**config.mk**
```make
export PLATFORM = sky130hd
export DESIGN_NAME = two_format_packet_deframer
export DESIGN_NICKNAME = d
export VERILOG_FILES = /design/src/rtl/core/dfr_pkg.sv /design/src/rtl/core/dfr_track.sv /design/src/rtl/core/dfr_out_reg.sv /design/src/rtl/core/two_format_packet_deframer.sv
export SDC_FILE = /design/constraint.sdc
export NUM_CORES = 1
export LEC_CHECK = 0
export BUFFER_PORTS_ARGS = -buffer_cell sky130_fd_sc_hd__buf_2
export CAP_MARGIN = 40
export CORE_MARGIN = 5
export CORE_UTILIZATION = 57
export DETAILED_ROUTE_END_ITERATION = 12
export GPL_TIMING_DRIVEN = 0
export PLACE_DENSITY = 0.85
export SLEW_MARGIN = 20
export SYNTH_ARGS = -nofsm -noshare
export SYNTH_HDL_FRONTEND = slang
export SYNTH_SLANG_ARGS = --single-unit
```
**constraint.sdc**
```tcl
create_clock -name clock -period 3.9 [get_ports clock]
set_input_delay 0.195 -clock clock [delete_from_list [all_inputs] [get_ports clock]]
set_output_delay 0.195 -clock clock [all_outputs]
set_load 0.02 [all_outputs]
```
**src/rtl/core/dfr_pkg.sv**
```systemverilog
// dfr_pkg: shared types and constants of the two format packet deframer
// holds the marker codes, status codes and the result word layout
// no dependencies
package dfr_pkg;

   // frame marker bytes
   localparam logic [7:0] MARK_SHORT = 8'hC1;
   localparam logic [7:0] MARK_LONG  = 8'hC2;

   // opcode position and shortest legal length for each format
   localparam logic [16:0] OPC_POS_SHORT = 17'd3;
   localparam logic [16:0] OPC_POS_LONG  = 17'd4;
   localparam logic [16:0] MIN_LEN_SHORT = 17'd4;
   localparam logic [16:0] MIN_LEN_LONG  = 17'd5;

   // field widths of the result word
   localparam int unsigned OFS_W = 13;

   // result status codes
   typedef enum logic [1:0] {
      STAT_OK         = 2'd0,
      STAT_BAD_MARKER = 2'd1,
      STAT_BAD_LENGTH = 2'd2,
      STAT_CLOSED     = 2'd3
   } status_type;

   // one result word
   typedef struct packed {
      logic [7:0]       data_byte;
      logic [OFS_W-1:0] byte_offset;
      logic             frame_last;
      logic [7:0]       frame_opcode;
      logic [OFS_W-1:0] frame_length;
      logic             long_format;
      status_type       status;
   } rsp_type;

endpackage

```
**src/rtl/core/dfr_track.sv**
```systemverilog
// dfr_track: frame tracking state and per-byte decode
// keeps offset, length, format, opcode and link-closed state; builds one result word per byte
// depends on dfr_pkg
module dfr_track
   import dfr_pkg::*;
#(
   parameter int unsigned BUFFER_BYTES = 8192
) (
   input  logic       clock,
   input  logic       reset,
   input  logic       accept,
   input  logic [7:0] rx_byte,
   output rsp_type    result,
   output logic       closed
);

   localparam int unsigned CNT_W = $clog2(BUFFER_BYTES);
   localparam logic [16:0] BUF_LEN = 17'(BUFFER_BYTES);

   logic [CNT_W-1:0] offset_ff, offset_in;
   logic [15:0]      length_ff, length_in;
   logic             format_ff, format_in;
   logic [7:0]       opcode_ff, opcode_in;
   logic             closed_ff, closed_in;

   logic [16:0] pos_ext;
   logic [15:0] len_now;
   logic [7:0]  op_now;
   logic        check;
   logic [16:0] min_len;
   logic [16:0] opc_pos;

   assign pos_ext = 17'(offset_ff);
   assign min_len = format_ff ? MIN_LEN_LONG : MIN_LEN_SHORT;
   assign opc_pos = format_ff ? OPC_POS_LONG : OPC_POS_SHORT;
   assign closed  = closed_ff;

   // decode of one byte against the current frame state
   always_comb begin
      offset_in = offset_ff;
      length_in = length_ff;
      format_in = format_ff;
      opcode_in = opcode_ff;
      closed_in = closed_ff;
      len_now   = length_ff;
      op_now    = opcode_ff;
      check     = 1'b0;

      result.data_byte    = rx_byte;
      result.byte_offset  = pos_ext[OFS_W-1:0];
      result.frame_last   = 1'b0;
      result.frame_opcode = 8'h00;
      result.frame_length = '0;
      result.long_format  = format_ff;
      result.status       = STAT_OK;

      if (closed_ff) begin
         // link closed: drop everything
         result.byte_offset = '0;
         result.long_format = 1'b0;
         result.status      = STAT_CLOSED;
      end else if (offset_ff == '0) begin
         // marker expected
         if (rx_byte == MARK_SHORT || rx_byte == MARK_LONG) begin
            format_in          = (rx_byte == MARK_LONG);
            result.long_format = (rx_byte == MARK_LONG);
            length_in          = 16'h0000;
            opcode_in          = 8'h00;
            offset_in          = CNT_W'(1);
         end else begin
            result.long_format = 1'b0;
            result.status      = STAT_BAD_MARKER;
            closed_in          = 1'b1;
            offset_in          = '0;
         end
      end else begin
         // length bytes
         if (pos_ext == 17'd1) begin
            if (format_ff) begin
               len_now = {rx_byte, 8'h00};
            end else begin
               len_now = {8'h00, rx_byte};
               check   = 1'b1;
            end
         end else if (pos_ext == 17'd2 && format_ff) begin
            len_now = {length_ff[15:8], rx_byte};
            check   = 1'b1;
         end
         length_in = len_now;

         if (check && (17'(len_now) < min_len || 17'(len_now) >= BUF_LEN)) begin
            result.status = STAT_BAD_LENGTH;
            closed_in     = 1'b1;
            offset_in     = '0;
         end else begin
            // opcode capture, reported at once if it is also the last byte
            op_now    = (pos_ext == opc_pos) ? rx_byte : opcode_ff;
            opcode_in = op_now;
            if (pos_ext >= 17'd3 && (pos_ext + 17'd1) >= 17'(len_now)) begin
               result.frame_last   = 1'b1;
               result.frame_opcode = op_now;
               result.frame_length = len_now[OFS_W-1:0];
               offset_in           = '0;
            end else begin
               offset_in = CNT_W'(pos_ext + 17'd1);
            end
         end
      end
   end

   // frame state, advanced on each accepted byte
   always_ff @(posedge clock) begin
      if (reset) begin
         offset_ff <= '0;
         length_ff <= '0;
         format_ff <= 1'b0;
         opcode_ff <= '0;
         closed_ff <= 1'b0;
      end else if (accept) begin
         offset_ff <= offset_in;
         length_ff <= length_in;
         format_ff <= format_in;
         opcode_ff <= opcode_in;
         closed_ff <= closed_in;
      end
   end

endmodule

```
**src/rtl/core/dfr_out_reg.sv**
```systemverilog
// dfr_out_reg: result register between the decode and the result channel
// holds one result word and its valid flag, stalls the input only while full and stalled
// depends on dfr_pkg
module dfr_out_reg
   import dfr_pkg::*;
(
   input  logic    clock,
   input  logic    reset,
   input  logic    in_valid,
   output logic    in_stall,
   input  rsp_type in_word,
   output logic    out_valid,
   input  logic    out_stall,
   output rsp_type out_word
);

   logic    valid_ff, valid_in;
   rsp_type word_ff;
   logic    load;

   assign in_stall  = valid_ff && out_stall;
   assign load      = in_valid && !in_stall;
   assign out_valid = valid_ff;
   assign out_word  = word_ff;

   // full when loaded, empty once taken with nothing new behind it
   always_comb begin
      valid_in = valid_ff;
      if (load) begin
         valid_in = 1'b1;
      end else if (!out_stall) begin
         valid_in = 1'b0;
      end
   end

   always_ff @(posedge clock) begin
      if (reset) begin
         valid_ff <= 1'b0;
      end else begin
         valid_ff <= valid_in;
      end
   end

   // payload
   always_ff @(posedge clock) begin
      if (load) begin
         word_ff <= in_word;
      end
   end

endmodule

```
**src/rtl/core/two_format_packet_deframer.sv**
```systemverilog
// two_format_packet_deframer: top level of the byte stream deframer
// ties the frame tracker to the result register
// depends on dfr_pkg, dfr_track and dfr_out_reg
//
// Takes one received byte per word on the req_ channel and returns one result word per byte
// on the rsp_ channel, in the cycle after the byte is taken. A frame opens with 0xC1 (one-byte
// length, opcode at offset 3) or 0xC2 (two-byte big-endian length, opcode at offset 4); the
// length counts every byte of the frame including the marker. Every byte comes back with its
// offset; the final byte also carries the opcode and total length. A bad marker, or a length
// below the opcode reach or not below BUFFER_BYTES, is flagged once and then every byte is
// returned with status closed until reset. The block takes a byte every cycle while req_stall is
// low: the per-byte decode is one short compare-and-count step, and the single result register
// lets a new byte in while the previous result is being taken; req_stall is high only when
// that register is full and rsp_stall is high.
module two_format_packet_deframer
   import dfr_pkg::*;
#(
   parameter int unsigned BUFFER_BYTES = 8192
) (
   input  logic        clock,
   input  logic        reset,
   input  logic        req_valid,
   output logic        req_stall,
   input  logic [7:0]  req_rx_byte,
   output logic        rsp_valid,
   input  logic        rsp_stall,
   output logic [7:0]  rsp_data_byte,
   output logic [12:0] rsp_byte_offset,
   output logic        rsp_frame_last,
   output logic [7:0]  rsp_frame_opcode,
   output logic [12:0] rsp_frame_length,
   output logic        rsp_long_format,
   output logic [1:0]  rsp_status
);

   rsp_type dec_word;
   rsp_type out_word;
   logic    accept;
   logic    link_closed;

   assign accept = req_valid && !req_stall;

   // per-byte decode and frame state
   dfr_track #(
      .BUFFER_BYTES(BUFFER_BYTES)
   ) u_track (
      .clock   (clock),
      .reset   (reset),
      .accept  (accept),
      .rx_byte (req_rx_byte),
      .result  (dec_word),
      .closed  (link_closed)
   );

   // result register
   dfr_out_reg u_out (
      .clock     (clock),
      .reset     (reset),
      .in_valid  (req_valid),
      .in_stall  (req_stall),
      .in_word   (dec_word),
      .out_valid (rsp_valid),
      .out_stall (rsp_stall),
      .out_word  (out_word)
   );

   // result fields
   assign rsp_data_byte    = out_word.data_byte;
   assign rsp_byte_offset  = out_word.byte_offset;
   assign rsp_frame_last   = out_word.frame_last;
   assign rsp_frame_opcode = out_word.frame_opcode;
   assign rsp_frame_length = out_word.frame_length;
   assign rsp_long_format  = out_word.long_format;
   assign rsp_status       = out_word.status;

   // a frame end is only ever reported on a good byte
   a_last_ok: assert property (@(posedge clock) disable iff (reset)
      rsp_valid && rsp_frame_last |-> rsp_status == STAT_OK)
      else $error("frame end with error status");

   // a reported error has closed the link
   a_err_closes: assert property (@(posedge clock) disable iff (reset)
      rsp_valid && (rsp_status == STAT_BAD_MARKER || rsp_status == STAT_BAD_LENGTH)
      |-> link_closed)
      else $error("error reported but link still open");

   // dropped bytes carry no frame information
   a_closed_clean: assert property (@(posedge clock) disable iff (reset)
      rsp_valid && rsp_status == STAT_CLOSED
      |-> rsp_byte_offset == 13'd0 && !rsp_long_format && !rsp_frame_last)
      else $error("dropped byte carries frame fields");

   // input held back only while a result is waiting
   a_stall_cause: assert property (@(posedge clock) disable iff (reset)
      req_stall |-> rsp_valid && rsp_stall)
      else $error("input stalled without a waiting result");

endmodule

```
# Word level (Yosys, flattened, before mapping)

Cells that the tools add are included.

Register bits: 86
Output and inout port bits: 48
Input port bits: 12
Logic and storage cells: 77

Equal/unequal tests: 8
Reduce and logical (&&, ||, !) cells: 15
Mux-type cells: 34
Bitwise operators: 2
Add/subtract/negate cells: 1
Magnitude comparators: 4

Operators with widths:

| operator                | number |
|---|---|
| $mux W16                | 6 |
| $mux W8                 | 5 |
| $mux W13                | 3 |
| $mux W22                | 1 |
| $eq A13 B17 Y1          | 1 |
| $ge A17 B16 Y1          | 1 |
| $lt A16 B17 Y1          | 1 |
| $eq A8 B8 Y1 const B    | 2 |
| $ge A16 B14 Y1 const B  | 1 |
| $mux W1                 | 16 |
| $add A13 B1 Y14 const B | 1 |
| $eq A13 B1 Y1 const B   | 1 |
| $eq A13 B2 Y1 const B   | 1 |
| $ge A13 B2 Y1 const B   | 1 |
| $logic_not A13 Y1       | 1 |
| $reduce_and A4 Y1       | 2 |
| $logic_and A1 B1 Y1     | 5 |
| $mux W2                 | 2 |
| $ne A2 B1 Y1 const B    | 2 |
| $reduce_or A4 Y1        | 1 |
| $mux W3                 | 1 |
| $reduce_and A3 Y1       | 1 |
| $reduce_or A3 Y1        | 1 |
| $logic_or A1 B1 Y1      | 2 |
| other kinds (4)         | 5 |

# Logic depth before layout (Yosys ltp)

Word-level depth: 12
Depth in mapped cells: 17
Mapped depth without buffers: 15

# Modules after synthesis

A second synthesis with hierarchy kept.

Cells, all modules: 451
Area, all modules: 4,435.5 µm²

Modules (own cells, without submodules):

| module                     | instances | seq. area each (µm²) | area each (µm²) | cells each |
|---|---|---|---|---|
| dfr_track                  | 1         | 780.7                | 2,994.1         | 399 |
| dfr_out_reg                | 1         | 1,401.3              | 1,427.6         | 51 |
| two_format_packet_deframer | 1         | 0.0                  | 13.8            | 1 |

# Worst setup path before layout

Ideal clock, no wire load.

Path type: flip-flop to flip-flop
Start point: register u_track.offset_ff[4]
End point: register u_track.offset_ff[9]
Cell stages (with the launch flop): 16
Library setup time: 0.065 ns
Period minus slack after synthesis: 3.330 ns
Data arrival time: 3.265 ns
Setup slack: 0.570 ns
Cells stage by stage: dfxtp_1 -> buf_2 -> nor3_4 -> nand4_2 -> or3_1 -> buf_2 -> a22oi_1 -> ha_1 -> and4_1 -> a221oi_1 -> o31a_1 -> a31oi_1 -> a211oi_1 -> buf_2 -> a22oi_1 -> nor2_1

Word-level cells in the longest chain between the ends: 11

RTL lines:

| item                                                             | RTL line                         | source |
|---|---|---|
| from (decl)                                                      | dfr_track.sv:20                  | `logic [CNT_W-1:0] offset_ff, offset_in;` |
| from (signal assigned)                                           | dfr_track.sv:120                 | `offset_ff <= offset_in;` |
| $eq A13 B2 Y1                                                    | dfr_track.sv:85                  | `end else if (pos_ext == 17'd2 && format_ff) begin` |
| $logic_and A1 B1 Y1                                              | dfr_track.sv:85                  |  |
| $mux W8                                                          | dfr_track.sv:85                  |  |
| $mux W16                                                         | dfr_track.sv:78                  | `if (pos_ext == 17'd1) begin` |
| $mux W16                                                         | dfr_track.sv:62                  | `end else if (offset_ff == '0) begin` |
| $mux W16                                                         | dfr_track.sv:57                  | `if (closed_ff) begin` |
| $ge A17 B16 Y1, or another cell as far along                     | dfr_track.sv:99                  | `if (pos_ext >= 17'd3 && (pos_ext + 17'd1) >= 17'(len_now)) begin` |
| $logic_and A1 B1 Y1 / $logic_or A1 B1 Y1 (equally long branches) | dfr_track.sv:99, dfr_track.sv:91 |  |
| $mux W13 / $logic_and A1 B1 Y1 (equally long branches)           | dfr_track.sv:99, dfr_track.sv:91 |  |
| $mux W13                                                         | dfr_track.sv:91                  | `if (check && (17'(len_now) < min_len \|\| 17'(len_now) >= BUF_LEN)) begin` |
| $mux W13 *                                                       | dfr_track.sv:62                  |  |

Every way passes the cells marked *; elsewhere a longest branch is shown, timed or not. The select of a mux whose other input is x is not followed.
A chain may end at the register's enable or synchronous reset.

# Worst setup path in the final report

Start point: register u_track.offset_ff[4]
End point: register u_track.offset_ff[6]

Same word-level chain as after synthesis.

==> impl_metrics.sql <==
INSERT INTO impl_metrics (metric_group, metric, value, unit) VALUES
('grt', 'grt_start_max_net_pins', '32', ''),
('timing', 'maxSlewViolCount', '0', ''),
('drt', 'drt-met1-wl', '4123', 'microns'),
('setup_path', 'crit-reg2reg-capture', 'u_track.offset_ff[6]', ''),
('grt', 'grt_first_pass_wirelength', '15820', 'microns'),
('yosys', 'proportion_of_netlist_area_held_by_the_largest_area_contributor', '0.3268', ''),
('drt', 'detailroute.via_count', '3455', ''),
('yosys', 'synth_enable_flop_cells', '46', ''),
('clock_tree', 'postCtsHoldBufs', '0', ''),
('floorplan', 'die_height', '96.11', 'microns'),
('setup_path', 'worstPathArrival', '4.05', 'ns'),
('timing', 'finalHoldViolCount', '0', ''),
('worst_hold_path', 'worst_hold_path_type', 'in -> reg', ''),
('timing', 'timing.fmax', '0.2663', 'GHz'),
('yosys', 'ys_top_cells_by_area', 'sky130_fd_sc_hd__edfxtp_1, sky130_fd_sc_hd__dfxtp_1, sky130_fd_sc_hd__nor2_1, sky130_fd_sc_hd__ha_1, sky130_fd_sc_hd__a21oi_1', ''),
('yosys', 'synthDominantAreaCellType', 'sky130_fd_sc_hd__edfxtp_1', ''),
('setup_path', 'critical_path.max_fanout', '8', ''),
('setup_path', 'cpMostUsedCell', 'sky130_fd_sc_hd__buf_2', ''),
('yosys', 'synth_fa_ha_area_frac', '0.05033', ''),
('setup_path', 'crit_end', 'u_track.offset_ff[6]', ''),
('drt', 'wl_per_cell', '16.95', 'microns'),
('yosys', 'netlist_area', '4227', 'sq um'),
('clock_tree', 'h-tree-depth', '3', ''),
('final_layout', 'mostFrequentLayoutCell', 'sky130_fd_sc_hd__nor2_1', ''),
('yosys', 'synth_top_family_by_area', 'simple AND/OR/NAND/NOR gates', ''),
('yosys', 'synthDistinctLibCells', '50', ''),
('clock_tree', 'insertion_delay', '0.35', 'ns'),
('pwr', 'post-layout-total-power', '1.698', 'mW'),
('setup_path', 'cp_slowest_cell', 'sky130_fd_sc_hd__or3_1', ''),
('timing', 'worst_slew_pin_slew', '0.7305', 'ns'),
('yosys', 'post_synthesis_async_set_or_reset_flop_share', '0', ''),
('yosys', 'yosys.area_share.simple', '0.2043', ''),
('setup_path', 'path_class', 'reg -> reg', ''),
('drt', 'met2_length', '4978', 'microns'),
('pwr', 'pwr_density_cell', '341.7', 'nW/um^2'),
('setup_path', 'cp_data_required_time', '4.19', 'ns'),
('final_layout', 'final_nets', '518', ''),
('placement', 'dp.cells', '573', ''),
('yosys', 'number_of_nets_in_the_synthesized_netlist', '443', ''),
('final_layout', 'finish.cell_count_without_fillers', '593', ''),
('yosys', 'ys_warn_count', '0', ''),
('final_layout', 'syn2layout_area_growth', '17.61', '%'),
('worst_hold_path', 'worstHoldStart', 'req_rx_byte[0]', ''),
('floorplan', 'placeableCoreArea', '7253', 'sq um'),
('timing', 'finalWorstPathRequiredPeriod', '3.755', 'ns'),
('yosys', 'synthesis.area_per_instance', '10.21', 'sq um'),
('placement', 'gpl.final_weighted_congestion', '0.9591', ''),
('job', 'cap_viol_max_count', '0', ''),
('setup_path', 'crit-reg2reg-launch', 'u_track.offset_ff[4]', ''),
('pwr', 'irDropWorstVdd', '0.0001905', 'V'),
('status', 'run_status', 'complete, no violations', ''),
('drt', 'top_layer_used', 'met4', ''),
('drt', 'vias_per_cell', '5.826', ''),
('grt', 'antenna_found_initial', '0', ''),
('placement', 'detailedPlacementHpwl', '7357', 'microns'),
('setup_path', 'reg2regPathDepth', '15', ''),
('drt', 'wirelength', '10050', 'microns'),
('placement', 'port_buffers', '58', ''),
('final_layout', 'diodes', '0', ''),
('setup_path', 'worstPathCellList', 'buf_2 -> nor3_4 -> nand4_4 -> or3_1 -> buf_2 -> a22oi_2 -> ha_1 -> a21o_1 -> a221oi_1 -> o31a_1 -> a31oi_2 -> a211oi_2 -> buf_2 -> a22oi_1 -> nor2_1', ''),
('clock_tree', 'cts.sinks', '86', ''),
('floorplan', 'die_width', '96.11', 'microns'),
('floorplan', 'initial_core_utilization', '0.5827', ''),
('setup_path', 'setup.worst_path.start_class', 'flip-flop', ''),
('clock_tree', 'path_clk_slew', '0.08', 'ns'),
('yosys', 'synth-compound-area-share', '0.1451', ''),
('drt', 'postRouteAntennaNets', '0', ''),
('drt', 'drtPass1Iterations', '5', ''),
('timing', 'headroom_to_the_max_slew_limit', '0.5117', ''),
('timing', 'fin_worst_skew', '0.008112', 'ns'),
('yosys', 'synth.ff_latch_count', '86', '');
==> worst min path at each step <==
stage / endpoint / cells after the start
3_5_place_dp: u_out.out_word[44] / 1
6_report: u_out.out_word[38] / 1
3_3_place_gp: u_out.out_word[39] / 1
4_1_cts: u_out.out_word[38] / 1
5_1_grt: u_out.out_word[45] / 1
2_1_floorplan: u_out.out_word[38] / 0
==> layout make-up <==
| cell class | instances | share of cell area |
|---|---|---|
| sequential | 86 | 0.4395 |
| multi-input combinational | 299 | 0.4010 |
| timing repair buffer | 64 | 0.06947 |
| clock buffer | 13 | 0.02794 |
| buffer | 23 | 0.02492 |
| tap | 99 | 0.02492 |
| clock inverter | 3 | 0.007803 |
| inverter | 6 | 0.004531 |
==> logic make-up (layout without fill, tap and decap cells) <==
family	count (synthesis)	in the layout
buffers and inverters	29	109
adder cells (fa/ha/maj)	17	17
XOR/XNOR	11	11
AO/OA/AOI/OAI	88	88
flip-flops	86	86
AND/OR/NAND/NOR	171	171
multiplexers	12	12
==> cell usage after synthesis (5+ instances only) <==
cell and count:
sky130_fd_sc_hd__a21o_1 5, sky130_fd_sc_hd__a21oi_1 30, sky130_fd_sc_hd__a22o_1 10, sky130_fd_sc_hd__a22oi_1 18
sky130_fd_sc_hd__and3_1 11, sky130_fd_sc_hd__and4_1 5, sky130_fd_sc_hd__buf_2 5, sky130_fd_sc_hd__clkbuf_1 15
sky130_fd_sc_hd__dfxtp_1 40, sky130_fd_sc_hd__edfxtp_1 46, sky130_fd_sc_hd__ha_1 17, sky130_fd_sc_hd__inv_1 5
sky130_fd_sc_hd__mux2i_1 11, sky130_fd_sc_hd__nand2_1 24, sky130_fd_sc_hd__nand3_1 6, sky130_fd_sc_hd__nand4_1 5
sky130_fd_sc_hd__nor2_1 79, sky130_fd_sc_hd__nor2b_1 15, sky130_fd_sc_hd__nor3_1 5, sky130_fd_sc_hd__o21ai_0 6
sky130_fd_sc_hd__xnor2_1 8
==> critical path: cells and delay by family (launching register included) <==
kind | cells | cell delay, ns
buffers and inverters | 3 | 0.60
AND/OR/NAND/NOR | 4 | 0.91
adder cells (fa/ha/maj) | 1 | 0.30
flip-flops | 1 | 0.30
AO/OA/AOI/OAI | 7 | 1.58
==> metrics by stage <==
| stage | hold slack, ns | cell area, sq um | TNS, ns | setup slack [ns] | utilization |
|---|---|---|---|---|---|
| floorplan | 0.2939 | 4227 | 0 | 0.5700 | - |
| detailed placement | 0.3876 | 4673 | -2.263 | -0.2455 | 0.6443 |
| CTS | 0.02552 | 4875 | 0 | 0.01463 | 0.6721 |
| global placement | 0.3886 | 4641 | -1.574 | -0.1668 | 0.6398 |
| finish | 0.02752 | 4971 | 0 | 0.1448 | 0.6854 |
| global route | 0.01831 | 4971 | -0.01644 | -0.008504 | 0.6854 |
==> sequential cells by signal, summed over array words and instances (netlist names) <==
register           cells
u_out.out_valid        1
u_track.length_ff     16
u_track.offset_ff     13
u_track.format_ff      1
u_track.opcode_ff      8
u_track.closed         1
u_out.out_word        46
==> routing by layer <==
metal	up-vias	track usage
li1	1653	-
met4	0	0.08768
met2	138	0.3870
met5	-	0
met1	1642	0.2700
met3	22	0.05317
==> power by group <==
group          switching, mW  internal, mW
Sequential           0.00649         0.977
Clock                  0.302         0.295
Combinational         0.0885        0.0309
==> what timing repair did <==
action,CTS,global route
buffers inserted,1,2
endpoints found under the setup margin,11,35
gates resized for setup,4,20
gates cloned,0,1
pin swaps,1,5
Note: power is estimated with default switching activity, not from simulation.
